## src/hw/rtl/sog_pkg.sv

```systemverilog
// Shared types and constants for the speed outlier gate.
// Used by sog_front, sog_back, speed_outlier_gate and sog_checker; depends on nothing.
package sog_pkg;

  // Field and datapath widths, sized for the largest supported window of 15.
  localparam int SPEED_W    = 16;
  localparam int CNT_W      = 4;
  localparam int SUM_W      = 20;
  localparam int SQ_W       = 35;
  localparam int DIFF_W     = 21;
  localparam int DSQ_W      = 2 * DIFF_W;
  localparam int VAR_W      = 2 * SUM_W;
  localparam int K2_W       = 6;
  localparam int KV_W       = K2_W + VAR_W;
  localparam int LIMIT_W    = 15;
  localparam int VARC_W     = 30;
  localparam int SIGMA_W    = 3;
  localparam int MISS_W     = 4;
  localparam int STATUS_W   = 3;
  localparam int CFG_IDX_W  = 3;
  localparam int CFG_DATA_W = 30;

  // Result status codes.
  localparam logic [STATUS_W-1:0] ST_FILLING    = 3'd0;
  localparam logic [STATUS_W-1:0] ST_PASSED     = 3'd1;
  localparam logic [STATUS_W-1:0] ST_DIR_REJECT = 3'd2;
  localparam logic [STATUS_W-1:0] ST_OUTLIER    = 3'd3;
  localparam logic [STATUS_W-1:0] ST_CLEARED    = 3'd4;

  // Command code that clears the window.
  localparam logic CMD_CLEAR = 1'b1;

  // Configuration register indexes.
  localparam logic [CFG_IDX_W-1:0] REG_SPEED_LIMIT      = 3'd0;
  localparam logic [CFG_IDX_W-1:0] REG_REVERSE_LIMIT    = 3'd1;
  localparam logic [CFG_IDX_W-1:0] REG_VARIANCE_FLOOR   = 3'd2;
  localparam logic [CFG_IDX_W-1:0] REG_VARIANCE_CEILING = 3'd3;
  localparam logic [CFG_IDX_W-1:0] REG_SIGMA_MULTIPLE   = 3'd4;
  localparam logic [CFG_IDX_W-1:0] REG_MISS_LIMIT       = 3'd5;

  // Configuration reset values.
  localparam logic [LIMIT_W-1:0] RST_SPEED_LIMIT      = 15'd11059;
  localparam logic [LIMIT_W-1:0] RST_REVERSE_LIMIT    = 15'd1638;
  localparam logic [VARC_W-1:0]  RST_VARIANCE_FLOOR   = 30'd167772;
  localparam logic [VARC_W-1:0]  RST_VARIANCE_CEILING = 30'd671089;
  localparam logic [SIGMA_W-1:0] RST_SIGMA_MULTIPLE   = 3'd3;
  localparam logic [MISS_W-1:0]  RST_MISS_LIMIT       = 4'd3;

  typedef struct packed {
    logic                      command;
    logic signed [SPEED_W-1:0] speed;
    logic                      direction_known;
    logic                      clockwise;
  } item_t;

  // Entry of the queue between the front and back parts.
  typedef struct packed {
    logic                      command;
    logic signed [SPEED_W-1:0] speed;
    logic                      dir_ok;
  } qitem_t;

  typedef struct packed {
    logic                accepted;
    logic [STATUS_W-1:0] status;
    logic                window_flushed;
    logic [CNT_W-1:0]    fill_count;
  } result_t;

  typedef struct packed {
    logic [LIMIT_W-1:0] speed_limit;
    logic [LIMIT_W-1:0] reverse_limit;
    logic [VARC_W-1:0]  variance_floor;
    logic [VARC_W-1:0]  variance_ceiling;
    logic [SIGMA_W-1:0] sigma_multiple;
    logic [MISS_W-1:0]  miss_limit;
  } cfg_t;

endpackage

```

## src/hw/rtl/sog_fifo.sv

```systemverilog
// Small register-based FIFO with full and empty flags (DEPTH of 2 or more).
// Stand-alone; used for the work queue and the result queue.
module sog_fifo #(
  parameter int WIDTH = 8,
  parameter int DEPTH = 4
) (
  input  logic             clk,
  input  logic             rst,
  input  logic             push,
  input  logic [WIDTH-1:0] wdata,
  output logic             full,
  input  logic             pop,
  output logic [WIDTH-1:0] rdata,
  output logic             empty
);

  localparam int AW = $clog2(DEPTH);
  localparam int CW = $clog2(DEPTH + 1);

  logic [WIDTH-1:0] mem [DEPTH];
  logic [AW-1:0]    wr_ptr;
  logic [AW-1:0]    rd_ptr;
  logic [CW-1:0]    count;
  logic             do_push;
  logic             do_pop;

  assign full    = (count == CW'(DEPTH));
  assign empty   = (count == '0);
  assign do_push = push && !full;
  assign do_pop  = pop && !empty;
  assign rdata   = mem[rd_ptr];

  always_ff @(posedge clk) begin
    if (do_push) begin
      mem[wr_ptr] <= wdata;
    end
  end

  always_ff @(posedge clk) begin
    if (rst) begin
      wr_ptr <= '0;
      rd_ptr <= '0;
      count  <= '0;
    end else begin
      if (do_push) begin
        wr_ptr <= (wr_ptr == AW'(DEPTH - 1)) ? '0 : wr_ptr + AW'(1);
      end
      if (do_pop) begin
        rd_ptr <= (rd_ptr == AW'(DEPTH - 1)) ? '0 : rd_ptr + AW'(1);
      end
      case ({do_push, do_pop})
        2'b10:   count <= count + CW'(1);
        2'b01:   count <= count - CW'(1);
        default: count <= count;
      endcase
    end
  end

endmodule

```

## src/hw/rtl/sog_front.sv

```systemverilog
// Front part: accepts transactions, applies the direction gate and queues them.
// Depends on sog_pkg and sog_fifo.
module sog_front #(
  parameter int DEPTH = 4
) (
  input  logic            clk,
  input  logic            rst,
  input  logic            push,
  input  sog_pkg::item_t  item,
  output logic            full,
  input  sog_pkg::cfg_t   cfg,
  output sog_pkg::qitem_t head,
  output logic            head_valid,
  input  logic            head_pop
);

  localparam int GW = sog_pkg::SPEED_W + 1;

  logic signed [GW-1:0] v_ext;
  logic signed [GW-1:0] lim;
  logic signed [GW-1:0] rev;
  logic                 dir_ok;
  sog_pkg::qitem_t      entry;
  logic                 empty;

  assign v_ext = GW'(item.speed);
  assign lim   = $signed(GW'(cfg.speed_limit));
  assign rev   = $signed(GW'(cfg.reverse_limit));

  // Unknown direction bounds the magnitude; a known direction allows only a
  // small excursion against it.
  always_comb begin
    if (!item.direction_known) begin
      dir_ok = !((v_ext > lim) || (v_ext < -lim));
    end else if (item.clockwise) begin
      dir_ok = !((v_ext > lim) || (v_ext < -rev));
    end else begin
      dir_ok = !((v_ext < -lim) || (v_ext > rev));
    end
  end

  always_comb begin
    entry.command = item.command;
    entry.speed   = item.speed;
    entry.dir_ok  = dir_ok;
  end

  sog_fifo #(
    .WIDTH ($bits(sog_pkg::qitem_t)),
    .DEPTH (DEPTH)
  ) u_queue (
    .clk   (clk),
    .rst   (rst),
    .push  (push),
    .wdata (entry),
    .full  (full),
    .pop   (head_pop),
    .rdata (head),
    .empty (empty)
  );

  assign head_valid = !empty;

endmodule

```

## config.mk

```make
export PLATFORM = sky130hd
export DESIGN_NAME = sog_front
export DESIGN_NICKNAME = d
export VERILOG_FILES = /design/src/hw/rtl/sog_pkg.sv /design/src/hw/rtl/sog_fifo.sv /design/src/hw/rtl/sog_front.sv
export SDC_FILE = /design/constraint.sdc
export NUM_CORES = 1
export LEC_CHECK = 0
export BUFFER_PORTS_ARGS = -buffer_cell sky130_fd_sc_hd__buf_2
export CAP_MARGIN = 5
export CORE_MARGIN = 3
export CORE_UTILIZATION = 57
export DETAILED_ROUTE_END_ITERATION = 10
export HOLD_SLACK_MARGIN = 0.02
export MAX_ROUTING_LAYER = met4
export PLACE_DENSITY = 0.86
export SLEW_MARGIN = 15
export SYNTH_ARGS = -nofsm -noshare
export SYNTH_HDL_FRONTEND = slang
export SYNTH_SLANG_ARGS = --single-unit
```

## constraint.sdc

```tcl
create_clock -name clk -period 5.79 [get_ports clk]
set_input_delay 0.2895 -clock clk [delete_from_list [all_inputs] [get_ports clk]]
set_output_delay 0.2895 -clock clk [all_outputs]
set_load 0.01 [all_outputs]
```

==> run metrics <==
outcome=completed; worst slack, placed=2.27 ns; routed wire length=10600 um; design area=5710 um^2; maximum VDD drop=0.162 mV; Port Buf Inserts=72; NumNets Final=683; largest net degree at the start of global routing=19; Crit. End Element=flip-flop; Mean Syn Cell Area=12.3 um^2; count of cell types in the netlist=48; GRT Util Overall=22.6%; post-route DRC violation count=0; Die X-Extent=100 um; Clock Path Buffers=2; LEAKAGE=2.36 nW; unrepaired setup endpoints after global routing=no; P_int=1.08 mW; die area=10000 um^2; part of the Yosys area used for sequential elements=46.4%; required time worst endpoint=5.96 ns; Worst slew margin=36.4%; FF+latch count, synth=81; final setup skew=0.0104 ns; Crit Path Max Fanout=4; Post-Syn Instances=412; htree depth=3; NetSw=0.496 mW; CP Launch Type=input port; initial DRC count=273; synth warn=0; Reg power frac=46.4%; clk slew on worst S/H paths=0.08 ns; Max Clk Rate=313 MHz; hpwl dp=8130 um; Pwr Density=275 nW/um^2; Post-CTS Resized=0; setup repair bufs after CTS=0; number of cell rows=33; Clk Latency, worst-skew pair=0.35 ns; period utilization=55.3%; Root Driver=clkbuf_8; Core ar.=8420 um^2; Avg WL per Cell=17.6 um; Area after DPL=5530 um^2; Slew Limit Fails=0; initial antenna violation count=0; GPL Wtd Cong=0.900; CTS sink cnt=81; CTS Hold Bufs=0; global route overflow=0; CTS Buf Count=9; Comb pwr share=29.6%; Worst Max-Slew Pin Slew=0.954 ns; CTS tree=yes; Post-Syn Area=5050 um^2; first-pass GRT wire length=17100 um; Starting Density=60.0%; clock network fraction of total power=24.0%; Sw Share=31.5%; worst setup margin=2.59 ns; Hold Vio Cnt, Final=0; Final min period=3.20 ns; Die Ht=100 um; hold crit path type=input port to flip-flop; setup TNS=0 ns; vias per std cell=5.96; antenna cells=0; Area growth syn-to-layout=13.1%; share of cells above drive strength 1=26.0%; vias in the first global route=3626; number of max-cap violations=0; post-route ant nets=0; I/O Pins=140; worst setup path category=input port to flip-flop; final setup vio count=0; routed via count=3589; crit path DAT=3.37 ns; syn nets=603; Pre-antenna DRT Iters=5
## cell type report
cell class / count / area, um^2
well taps: 105 / 131
fillers: 617 / 2710
clock buffers: 9 / 124
multi-input cells: 284 / 2530
clock inverters: 7 / 60.1
inverters: 43 / 161
flip-flops and latches: 81 / 2340
repair buffers: 73 / 368
## cell usage in the layout (no fill, tap or decap), types with 11 or more instances in the layout
cell      count
edfxtp_1     72
mux4_2       18
nand3_1      13
inv_1        32
a21oi_1      29
ha_1         70
xnor2_1      18
nor2_1       17
nand4_1      11
buf_2        72
nand2_1      28
## worst paths after layout
path                                        start                  to  slack (ns)  cells past startpoint
worst max register to register   u_queue.count[0]   u_queue.mem[3][0]        3.67                      4
worst min register to register  u_queue.rd_ptr[1]           flip-flop        0.49                      2
worst min-delay path                     item[18]  u_queue.mem[1][17]        0.16                      1
worst max-delay path                      cfg[67]   u_queue.mem[0][0]        2.59                     16
## power by group through the flow
| stage | Clock (mW) | Sequential (mW) | Combinational, mW |
|---|---|---|---|
| after detailed placement | 0 | 0.743 | 0.469 |
| after global routing | 0.410 | 0.735 | 0.520 |
| after CTS | 0.383 | 0.730 | 0.475 |
| final | 0.377 | 0.729 | 0.466 |
| after floorplan | 0 | 0.726 | 0.321 |
| after global placement | 0 | 0.736 | 0.451 |
## cell families (layout without fill, tap and decap cells)
group	after synthesis	in the layout	share of synthesized area [%]
AND/OR/NAND/NOR	107	107	12.2
flip-flops	81	81	46.4
adder cells (fa/ha/maj)	71	71	17.7
AO/OA/AOI/OAI	65	65	8.05
buffers and inverters	47	132	3.62
XOR/XNOR	22	22	3.81
multiplexers	19	19	8.25
## critical path, stage by stage
cell,delay [ns]
buf_2,0.12
clkinv_1,0.06
ha_1,0.18
and3_4,0.23
nand4_4,0.14
nor4_4,0.18
and3_1,0.23
nand3_1,0.12
xnor2_1,0.15
ha_1,0.31
nand4_2,0.14
nor4_1,0.35
o21ai_1,0.18
and4b_1,0.22
nor4_2,0.26
a21o_1,0.21
## stage by stage
step | util [%] | total power [mW] | hold slack, ns | std cells
after floorplan | - | 1.05 | 0.359 | 412
after global placement | 65.6 | 1.19 | 0.465 | 586
after detailed placement | 65.6 | 1.21 | 0.478 | 586
after CTS | 67.8 | 1.59 | 0.149 | 602
after global routing | 67.8 | 1.66 | 0.152 | 602
final | 67.8 | 1.57 | 0.163 | 602
## routing by layer
layer	global-route usage, %	vias to the layer above	routed length [um]
li1	-	1729	-
met1	26.8	1716	4300
met2	39.4	122	5470
met3	2.71	22	560
met4	8.81	0	240
met5	-	-	0
## state kept, by name, indices dropped and copies added (netlist names), named ones only
name            count
u_queue.rd_ptr      2
u_queue.mem        72
u_queue.count       3
u_queue.wr_ptr      2
## cells in the mapped netlist, drive strengths merged
library cell,number,area share [%]
a211oi,6,0.99
a21boi,2,0.30
a21o,7,1.0
a21oi,30,3.2
a31o,2,0.35
a31oi,1,0.12
and2,4,0.50
and3,5,0.72
and4b,1,0.20
buf,3,0.32
clkbuf,1,0.099
clkinv,2,0.15
dfxtp,9,3.6
edfxtp,72,43
fa,1,0.40
ha,70,17
inv,41,3.0
mux2,1,0.22
mux4,18,8.0
nand2,28,2.1
nand2b,1,0.12
nand3,13,1.3
nand3b,1,0.15
nand4,13,2.0
nand4b,1,0.47
nor2,17,1.3
nor2b,3,0.37
nor3,7,0.69
nor4,11,2.0
o211ai,4,0.59
o21ai,10,0.99
o31ai,2,0.30
o41ai,1,0.17
or3,2,0.25
xnor2,18,3.1
xor2,4,0.69
Power figures use the tool's default switching activity.
