File: src/hw/rtl/sog_fifo.sv
// Small register-based FIFO with full and empty flags (DEPTH of 2 or more).
// Stand-alone; used for the work queue and the result queue.
module sog_fifo #(
  parameter int WIDTH = 8,
  parameter int DEPTH = 4
) (
  input  logic             clk,
  input  logic             rst,
  input  logic             push,
  input  logic [WIDTH-1:0] wdata,
  output logic             full,
  input  logic             pop,
  output logic [WIDTH-1:0] rdata,
  output logic             empty
);

  localparam int AW = $clog2(DEPTH);
  localparam int CW = $clog2(DEPTH + 1);

  logic [WIDTH-1:0] mem [DEPTH];
  logic [AW-1:0]    wr_ptr;
  logic [AW-1:0]    rd_ptr;
  logic [CW-1:0]    count;
  logic             do_push;
  logic             do_pop;

  assign full    = (count == CW'(DEPTH));
  assign empty   = (count == '0);
  assign do_push = push && !full;
  assign do_pop  = pop && !empty;
  assign rdata   = mem[rd_ptr];

  always_ff @(posedge clk) begin
    if (do_push) begin
      mem[wr_ptr] <= wdata;
    end
  end

  always_ff @(posedge clk) begin
    if (rst) begin
      wr_ptr <= '0;
      rd_ptr <= '0;
      count  <= '0;
    end else begin
      if (do_push) begin
        wr_ptr <= (wr_ptr == AW'(DEPTH - 1)) ? '0 : wr_ptr + AW'(1);
      end
      if (do_pop) begin
        rd_ptr <= (rd_ptr == AW'(DEPTH - 1)) ? '0 : rd_ptr + AW'(1);
      end
      case ({do_push, do_pop})
        2'b10:   count <= count + CW'(1);
        2'b01:   count <= count - CW'(1);
        default: count <= count;
      endcase
    end
  end

endmodule

File: config.mk
export PLATFORM = sky130hd
export DESIGN_NAME = sog_fifo
export DESIGN_NICKNAME = d
export VERILOG_FILES = /design/src/hw/rtl/sog_fifo.sv
export SDC_FILE = /design/constraint.sdc
export NUM_CORES = 1
export LEC_CHECK = 0
export ABC_AREA = 1
export CAP_MARGIN = 10
export CORE_MARGIN = 1.5
export CORE_UTILIZATION = 50
export CTS_CLUSTER_DIAMETER = 60
export DETAILED_ROUTE_END_ITERATION = 16
export DONT_BUFFER_PORTS = 1
export GPL_TIMING_DRIVEN = 1
export SLEW_MARGIN = 10
export SYNTH_ARGS = -nofsm -noshare
export SYNTH_HDL_FRONTEND = slang
export SYNTH_SLANG_ARGS = --single-unit
export TNS_END_PERCENT = 5
File: constraint.sdc
create_clock -name clk -period 2.1 [get_ports clk]
set_input_delay 0.105 -clock clk [delete_from_list [all_inputs] [get_ports clk]]
set_output_delay 0.105 -clock clk [all_outputs]
set_load 0.02 [all_outputs]
==> flow_summary_export.csv, run 1 <==
group,metric,value,unit
synth,synth_compound_area_share,9.85,%
drt,firstDrtPassIters,4,
drt,ant_nets,0,
cts,htreeDepth,2,
power,seq_power_share,47.7,%
timing,rsz0062_at_grt,"no",
hold_path,hold_path_class,"primary input to flip-flop",
cts,postCtsSetupBuffers,0,
run,maxCapViolations,0,
floorplanning,fp.dieW,61.4,µm
placed_design,io_buffers,0,
floorplanning,start_util,51.4,%
timing,tns,0,ns
global_routing,grt_pass1_wl,4460,µm
cts,post_cts_resized,0,
cts,cts_buffers,5,
floorplanning,die_y,61.4,µm
placed_design,gp_congestion,0.721,
power,switchingPower,0.833,mW
synth,ys_seq_elements,41,
cts,clkSinkCount,41,
global_routing,antenna_found_initial,0,
drt,drt_iter0_markers,26,
global_routing,grt.total_usage,17.0,%
power,pwr-share-clk,21.5,%
finish,layout-drive-gt1-share,10.6,%
worst_setup_path,arrival,2.15,ns
power,switching_share,36.5,%
synth,synth_mux_area_share,0,%
worst_setup_path,cp_max_fo,7,
timing,period_share,88.8,%
cts,hold_buffers,12,
placed_design,dpl.cell_count,196,
cts,cts_root_buf,"clkbuf_4",
finish,diodes,0,
cts,cts_tree,"done",
drt,vias,1083,
synth,synth-xor-area-share,0,%
synth,syn_nets,167,
cts,clk_latency,0.34,ns
timing,max_freq,536,MHz
power,p_int,1.45,mW
cts,clk_pin_slew_worst_paths,0.11,ns
synth,synthesis.area,1700,µm²
timing,setup_slack,0.236,ns
floorplanning,ios,22,
global_routing,grt-ovfl-total,0,
placed_design,dpl_worst_slack,0.282,ns
timing,fin_skew,0.00817,ns
floorplanning,core_area,3310,µm²
global_routing,grt_max_degree,18,
floorplanning,placementRows,21,
synth,synth-simple-area-share,11.8,%
timing,max_slew_margin,62.1,%
worst_setup_path,cp-start-kind,"flip-flop",
finish,instances_no_fill,216,
finish,synthToLayoutAreaGrowth,15.5,%
timing,max_slew.worst_pin.slew,0.567,ns
synth,yosys_warnings,0,
status,status,"complete, no violations",
synth,synth_area_per_cell,11.5,µm²
drt,wl,2850,µm
finish,layout.nets,188,
synth,syn_inst,148,
power,p_leak,0.762,nW
timing,finalHoldViolations,0,
timing,finalSetupViolCount,0,
drt,routed_via_density,5.01,
drt,wl_per_cell,13.2,µm
timing,period_needed,1.86,ns
global_routing,grt_pass1_vias,1010,
synth,synthAdderAreaFrac,5.58,%
drt,drc,0,
cts,cts_max_path_buffers,2,
timing,maxSlewViolCount,0,
worst_setup_path,critPathRequiredTime,2.38,ns
power,power_density,1160,nW/µm²
synth,yosysUniqueCellTypes,19,
power,ir_drop,0.659,mV
worst_setup_path,criticalPathCategory,"flip-flop to flip-flop",
synth,synth_top_family_by_area,"simple AND/OR/NAND/NOR gates",
placed_design,dp_hpwl,1820,µm
power,p_comb_share,30.8,%
worst_setup_path,worstSetupEndpointType,"flip-flop",
synth,synth_seq_area_share,67.0,%
floorplanning,dieArea,3770,µm²
## per-layer routing
layer,wire [µm],vias to the layer above,share of wire (%),GRT usage [%]
met3,75,5,2.6,3.78
li1,-,546,-,-
met4,45,0,1.6,8.21
met2,1520,24,53,31.6
met1,1210,508,43,18.0
met5,0,-,0,0
## worst max-delay path, stage by stage (launching register included)
cell,delay [ns]
dfxtp_1,0.35
nor2_1,0.18
nand2_2,0.11
nand2_2,0.14
ha_1,0.18
inv_1,0.07
fa_1,0.38
nand2_1,0.11
nand3_1,0.11
nand2_1,0.07
inv_1,0.03
nor2_1,0.08
## state kept, by name (all words and copies together) (netlist names), named ones only
register,flops
mem,32
count,3
wr_ptr,2
rd_ptr,2
## metrics by stage
| step | util (%) | hold WS, ns | power, mW | instance area [µm²] |
|---|---|---|---|---|
| floorplan | - | 0.204 | 1.66 | 1700 |
| global placement | 53.4 | 0.204 | 1.76 | 1770 |
| detailed placement | 53.4 | 0.204 | 1.79 | 1770 |
| CTS | 59.4 | 0.000286 | 2.30 | 1970 |
| global route | 59.4 | 0.0228 | 2.44 | 1970 |
| finish | 59.4 | 0.0369 | 2.28 | 1970 |
## final cells by class
cell class              count  area, µm²
clock buffers               5       37.5
clock inverters             3       41.3
fillers                   295       1340
inverters                  20       75.1
multi-input cells          85        464
flip-flops and latches     41       1140
well taps                  46       57.6
repair buffers             16        150
## Yosys cell counts (all sizes together)
cell type / instances / area (µm²)
buf: 2 / 22.5
dfxtp: 9 / 180
edfxtp: 32 / 961
nand3: 1 / 5.00
o21ai: 18 / 97.6
o22ai: 8 / 50.1
nor2: 30 / 118
ha: 6 / 75.1
a21oi: 4 / 20.0
nand4: 1 / 6.26
nand2: 14 / 57.6
fa: 1 / 20.0
nand3b: 2 / 15.0
inv: 20 / 75.1
## cell usage in the layout, fill, tap and decap left out, drive strengths merged, types with 2 or more instances in the layout
cell type    netlist  layout
nand3b             2       2
inv               20      20
a21oi              4       4
o22ai              8       8
clkbuf             0       5
nor2              30      30
nand2             14      14
buf                2       4
edfxtp            32      32
dfxtp              9       9
ha                 6       6
dlygate4sd3        0      12
o21ai             18      18
## logic make-up (layout without fill, tap and decap cells)
family / after synthesis / count (layout)
compound gates: 30 / 30
fa+ha+maj: 7 / 7
flops: 41 / 41
buf+inv: 22 / 44
simple gates: 48 / 48
## path summary, 6_finish.rpt
kind	from	to	slack [ns]	depth (start not counted)
worst max register to register	count[1]	count[2]	0.24	11
worst min register to register	count[0]	count[0]	0.55	2
worst min-delay path	push	wr_ptr[0]	0.04	3
worst max-delay path	count[1]	count[2]	0.24	11
## power groups by stage
stage / Combinational [mW] / Sequential [mW] / Clock (mW)
after floorplan: 0.597 / 1.07 / 0
after global placement: 0.656 / 1.10 / 0
after detailed placement: 0.681 / 1.11 / 0
after CTS: 0.710 / 1.09 / 0.505
after global routing: 0.798 / 1.10 / 0.541
final: 0.703 / 1.09 / 0.491
Note: power is estimated with default switching activity, not from simulation.
==> inputs of run 2 (changes only) <==
clock period = 2.3 ns   (was 2.1 ns; I/O delays follow)
==> flow_summary_export.csv, run 2 (synthesized netlist as in run 1, its figures left out) <==
group,metric,value,unit
status,status,"complete, no violations",
global_routing,grt.total_usage,16.7,%
drt,drt_iter0_markers,29,
worst_setup_path,path_cells,"inv_2, o21ai_0, o22ai_1",
cts,clk_latency,0.34,ns
power,pwr-share-clk,21.6,%
placed_design,gp_congestion,0.721,
timing,tns,0,ns
cts,cts_buffers,5,
timing,finalHoldViolations,0,
finish,final_common_cell,"edfxtp_1",
timing,max_freq,533,MHz
worst_setup_path,critPathRequiredTime,2.18,ns
power,p_int,1.32,mW
worst_setup_path,cp_max_fo,17,
worst_setup_path,rrSetupSlack,0.44,ns
worst_setup_path,cp.depth,3,
power,switchingPower,0.759,mW
power,ir_drop,0.601,mV
finish,synthToLayoutAreaGrowth,14.3,%
worst_setup_path,critPathMaxStageDelay,0.70,ns
placed_design,dp_hpwl,1820,µm
floorplanning,fp.dieW,61.4,µm
power,p_leak,0.752,nW
worst_setup_path,arrival,1.76,ns
drt,routed_via_density,5.00,
finish,layout-drive-gt1-share,10.7,%
power,seq_power_share,47.8,%
finish,finish.utilization,58.8,%
floorplanning,dieArea,3770,µm²
worst_setup_path,cp-start-kind,"flip-flop",
global_routing,grt-ovfl-total,0,
worst_setup_path,worstSetupEndpoint,"rdata[7]",
cts,clk_pin_slew_worst_paths,0.11,ns
floorplanning,core_area,3310,µm²
finish,top_regs,"mem: 32 flops, count: 3 flops",
hold_path,hold_path_class,"primary input to flip-flop",
worst_setup_path,critical_path.top_delay_family,"flip-flops",
timing,max_slew.worst_pin.slew,0.571,ns
cts,cts_root_buf,"clkbuf_4",
placed_design,io_buffers,0,
power,p_comb_share,30.5,%
timing,rsz0062_at_grt,"no",
cts,cts_tree,"done",
timing,maxSlewViolCount,0,
run,maxCapViolations,0,
timing,period_needed,1.88,ns
drt,ant_nets,0,
timing,finalSetupViolCount,0,
timing,period_share,81.6,%
power,power_density,1070,nW/µm²
drt,vias,1069,
global_routing,grt_pass1_vias,1000,
worst_setup_path,slowest_stage,"dfxtp_1",
worst_setup_path,path_buf_inv,1,
drt,wl_per_cell,13.1,µm
drt,firstDrtPassIters,4,
drt,drc,0,
worst_setup_path,r2r_end,"count[2]",
finish,largest_reg_flops,32,
finish,diodes,0,
drt,wl,2810,µm
power,switching_share,36.5,%
worst_setup_path,r2r-start,"count[1]",
finish,layout.nets,186,
timing,fin_skew,0.00864,ns
cts,clkSinkCount,41,
floorplanning,die_y,61.4,µm
cts,postCtsSetupBuffers,0,
floorplanning,start_util,51.4,%
worst_setup_path,r2r_cells,11,
global_routing,grt_pass1_wl,4390,µm
cts,post_cts_resized,0,
floorplanning,ios,22,
cts,hold_buffers,10,
power,power.total,2.08,mW
worst_setup_path,worstSetupEndpointType,"output pin",
cts,cts_max_path_buffers,2,
floorplanning,placementRows,21,
finish,top_register,"mem",
worst_setup_path,criticalPathCategory,"flip-flop to output pin",
cts,htreeDepth,2,
global_routing,grt_max_degree,18,
finish,final_cell_mix,"32 x edfxtp_1, 28 x nor2_1, 19 x inv_1",
timing,max_slew_margin,61.9,%
global_routing,antenna_found_initial,0,
## run 2: through the flow
step                instances  worst slack [ns]  hold slack, ns  area [µm²]
CTS                       214             0.379         0.00810        1950
detailed placement        196             0.482           0.214        1770
global route              214             0.220          0.0229        1950
finish                    214             0.423          0.0229        1950
global placement          196             0.561           0.214        1770
floorplan                 148             0.678           0.214        1700
## run 2: how the worst min path moves through the flow
stage	from	end	slack (ns)	depth (start not counted)
finish	rst	wr_ptr[1]	0.02	3
global route	rst	wr_ptr[0]	0.02	3
CTS	rst	wr_ptr[1]	0.008	3
detailed placement	wdata[5]	mem[0][5]	0.21	0
global placement	wdata[5]	mem[0][5]	0.21	0
floorplan	wdata[0]	mem[0][0]	0.21	0
## run 2: cell type report
| cell class | count | area, µm² |
|---|---|---|
| Sequential cell | 41 | 1140 |
| Tap cell | 46 | 57.6 |
| Clock buffer | 5 | 37.5 |
| Fill cell | 297 | 1360 |
| Multi-Input combinational cell | 85 | 464 |
| Clock inverter | 3 | 41.3 |
| Inverter | 20 | 75.1 |
| Timing Repair Buffer | 14 | 130 |
## run 2: power groups by stage
stage                     combinational [mW]  sequential [mW]  clock [mW]
after floorplan                        0.545            0.973           0
after global placement                 0.599             1.01           0
after detailed placement               0.621             1.01           0
after CTS                              0.642            0.994       0.461
after global routing                   0.721             1.01       0.494
final                                  0.634            0.994       0.450
## run 2: worst min-delay path, delay by kind of cell
family	cells	cell delay [ns]
AND/OR/NAND/NOR	2	0.12
buffers and inverters	1	0.09
## run 2: layer usage
metal	routed length, µm	track usage, %	up-vias
met4	45	8.21	0
met2	1500	31.3	20
met5	0	0	-
met3	70	3.78	5
li1	-	-	542
met1	1200	17.5	502
==> inputs of run 3 (changes only) <==
clock period = 1.9 ns   (was 2.3 ns; I/O delays follow)
==> flow_summary_export.csv, run 3 (synthesized netlist as in run 1, its figures left out) <==
group,metric,value,unit
status,status,"complete, no violations",
global_routing,grt-ovfl-total,0,
timing,setup_slack,0.183,ns
worst_setup_path,crit_top_cell,"inv_1",
finish,fillers,290,
worst_setup_path,arrival,1.97,ns
worst_setup_path,path_cells,"nor2_2, nand2_2, nand2_4, ha_1, inv_1, fa_2, inv_1, nand2_1, nand3_1, nand2_1, inv_1, nor2_1",
drt,vias,1064,
global_routing,grt_max_degree,17,
power,pwr-share-clk,20.9,%
floorplanning,placementRows,21,
timing,max_slew_margin,66.1,%
timing,fin_skew,0.00927,ns
cts,htreeDepth,2,
global_routing,grt_pass1_wl,4380,µm
drt,wl,2800,µm
cts,cts_root_buf,"clkbuf_4",
hold_path,hold_depth,3,
worst_setup_path,critPathMaxStageDelay,0.35,ns
worst_setup_path,cp.depth,12,
timing,tns,0,ns
placed_design,io_buffers,0,
finish,multiInputGateArea,477,µm²
cts,cts_tree,"done",
timing,period_needed,1.72,ns
finish,seq_area,1140,µm²
power,p_comb_share,32.2,%
worst_setup_path,cp_max_fo,7,
worst_setup_path,r2r_cells,12,
floorplanning,ios,22,
finish,synthToLayoutAreaGrowth,17.2,%
power,p_leak,0.773,nW
finish,final_cell_mix,"32 x edfxtp_1, 27 x nor2_1, 19 x inv_1",
global_routing,grt_pass1_vias,990,
timing,rsz0062_at_grt,"no",
global_routing,antenna_found_initial,0,
power,switching_share,35.8,%
placed_design,dpl_worst_slack,0.105,ns
floorplanning,start_util,51.4,%
drt,routed_via_density,4.88,
power,ir_drop,0.683,mV
floorplanning,core_area,3310,µm²
hold_path,hold_path_class,"primary input to flip-flop",
worst_setup_path,slowest_stage,"dfxtp_2",
finish,layout-drive-gt1-share,13.4,%
finish,top_regs,"mem: 32 flops, count: 3 flops",
global_routing,grt.total_usage,17.0,%
timing,maxSlewViolCount,0,
finish,layout.nets,190,
cts,clk_pin_slew_worst_paths,0.12,ns
timing,max_slew.worst_pin.slew,0.516,ns
cts,clk_latency,0.33,ns
finish,largest_reg_flops,32,
timing,finalSetupViolCount,0,
cts,cts_max_path_buffers,2,
floorplanning,fp.dieW,61.4,µm
finish,final_common_cell,"edfxtp_1",
power,seq_power_share,46.9,%
drt,firstDrtPassIters,4,
cts,cts_buffers,5,
finish,diodes,0,
placed_design,gp_congestion,0.730,
cts,clkSinkCount,41,
worst_setup_path,critPathRequiredTime,2.15,ns
worst_setup_path,worstSetupEndpointType,"flip-flop",
finish,top_register,"mem",
drt,ant_nets,0,
run,maxCapViolations,0,
worst_setup_path,criticalPathCategory,"flip-flop to flip-flop",
timing,max_freq,582,MHz
worst_setup_path,cp-start-kind,"flip-flop",
power,power_density,1270,nW/µm²
drt,drt_iter0_markers,43,
drt,drc,0,
floorplanning,die_y,61.4,µm
timing,finalHoldViolations,0,
power,p_int,1.63,mW
worst_setup_path,path_buf_inv,3,
drt,wl_per_cell,12.8,µm
power,switchingPower,0.910,mW
placed_design,dp_hpwl,1860,µm
finish,finish.utilization,60.3,%
worst_setup_path,critical_path.top_delay_family,"simple AND/OR/NAND/NOR gates",
floorplanning,dieArea,3770,µm²
timing,period_share,90.4,%
==> run 3: metrics by stage <==
stage / instances / hold WS, ns / instance area [µm²] / power (mW)
2_1_floorplan: 148 / 0.194 / 1700 / 1.84
3_3_place_gp: 197 / 0.194 / 1780 / 1.96
3_5_place_dp: 197 / 0.194 / 1780 / 1.98
4_1_cts: 217 / 0.000304 / 1970 / 2.55
5_1_grt: 218 / 0.0416 / 2000 / 2.74
6_report: 218 / 0.00625 / 2000 / 2.54
==> run 3: tightest hold or removal path, stage by stage <==
cell and delay, ns:
nand2_1 0.06, nor2_1 0.09, nor2_1 0.06
==> run 3: final timing paths <==
| check | from | endpoint | slack (ns) |
|---|---|---|---|
| setup / recovery | count[1] | count[2] | 0.18 |
| hold / removal | pop | rd_ptr[0] | 0.006 |
| setup reg to reg | count[1] | count[2] | 0.18 |
| hold reg to reg | rd_ptr[1] | rd_ptr[1] | 0.55 |
==> run 3: power by group through the flow <==
stage               registers (mW)  clock network, mW  logic (mW)
floorplan                     1.18                  0       0.660
global placement              1.20                  0       0.756
detailed placement            1.20                  0       0.781
CTS                           1.18              0.551       0.814
global route                  1.21              0.591       0.938
finish                        1.19              0.530       0.817
==> run 3: per-layer routing <==
metal / track usage, % / routed length [µm]
met1: 19.3 / 1150
met2: 29.8 / 1470
met3: 5.67 / 120
met4: 6.38 / 48
met5: 0 / 0
==> run 3: final cells by class <==
cell class	count	share of cell area, %
clock inverter	2	1.69
inverter	20	3.76
sequential	41	57.3
multi-input combinational	85	23.9
timing repair buffer	18	8.40
tap	46	2.88
clock buffer	6	2.07
==> run 3: timing repair <==
action / CTS / global route
setup endpoints to repair: 0 / 1
hold endpoints to repair: 36 / 1
resized for setup: 0 / 6
buffers inserted: 0 / 0
hold buffers: 12 / 1
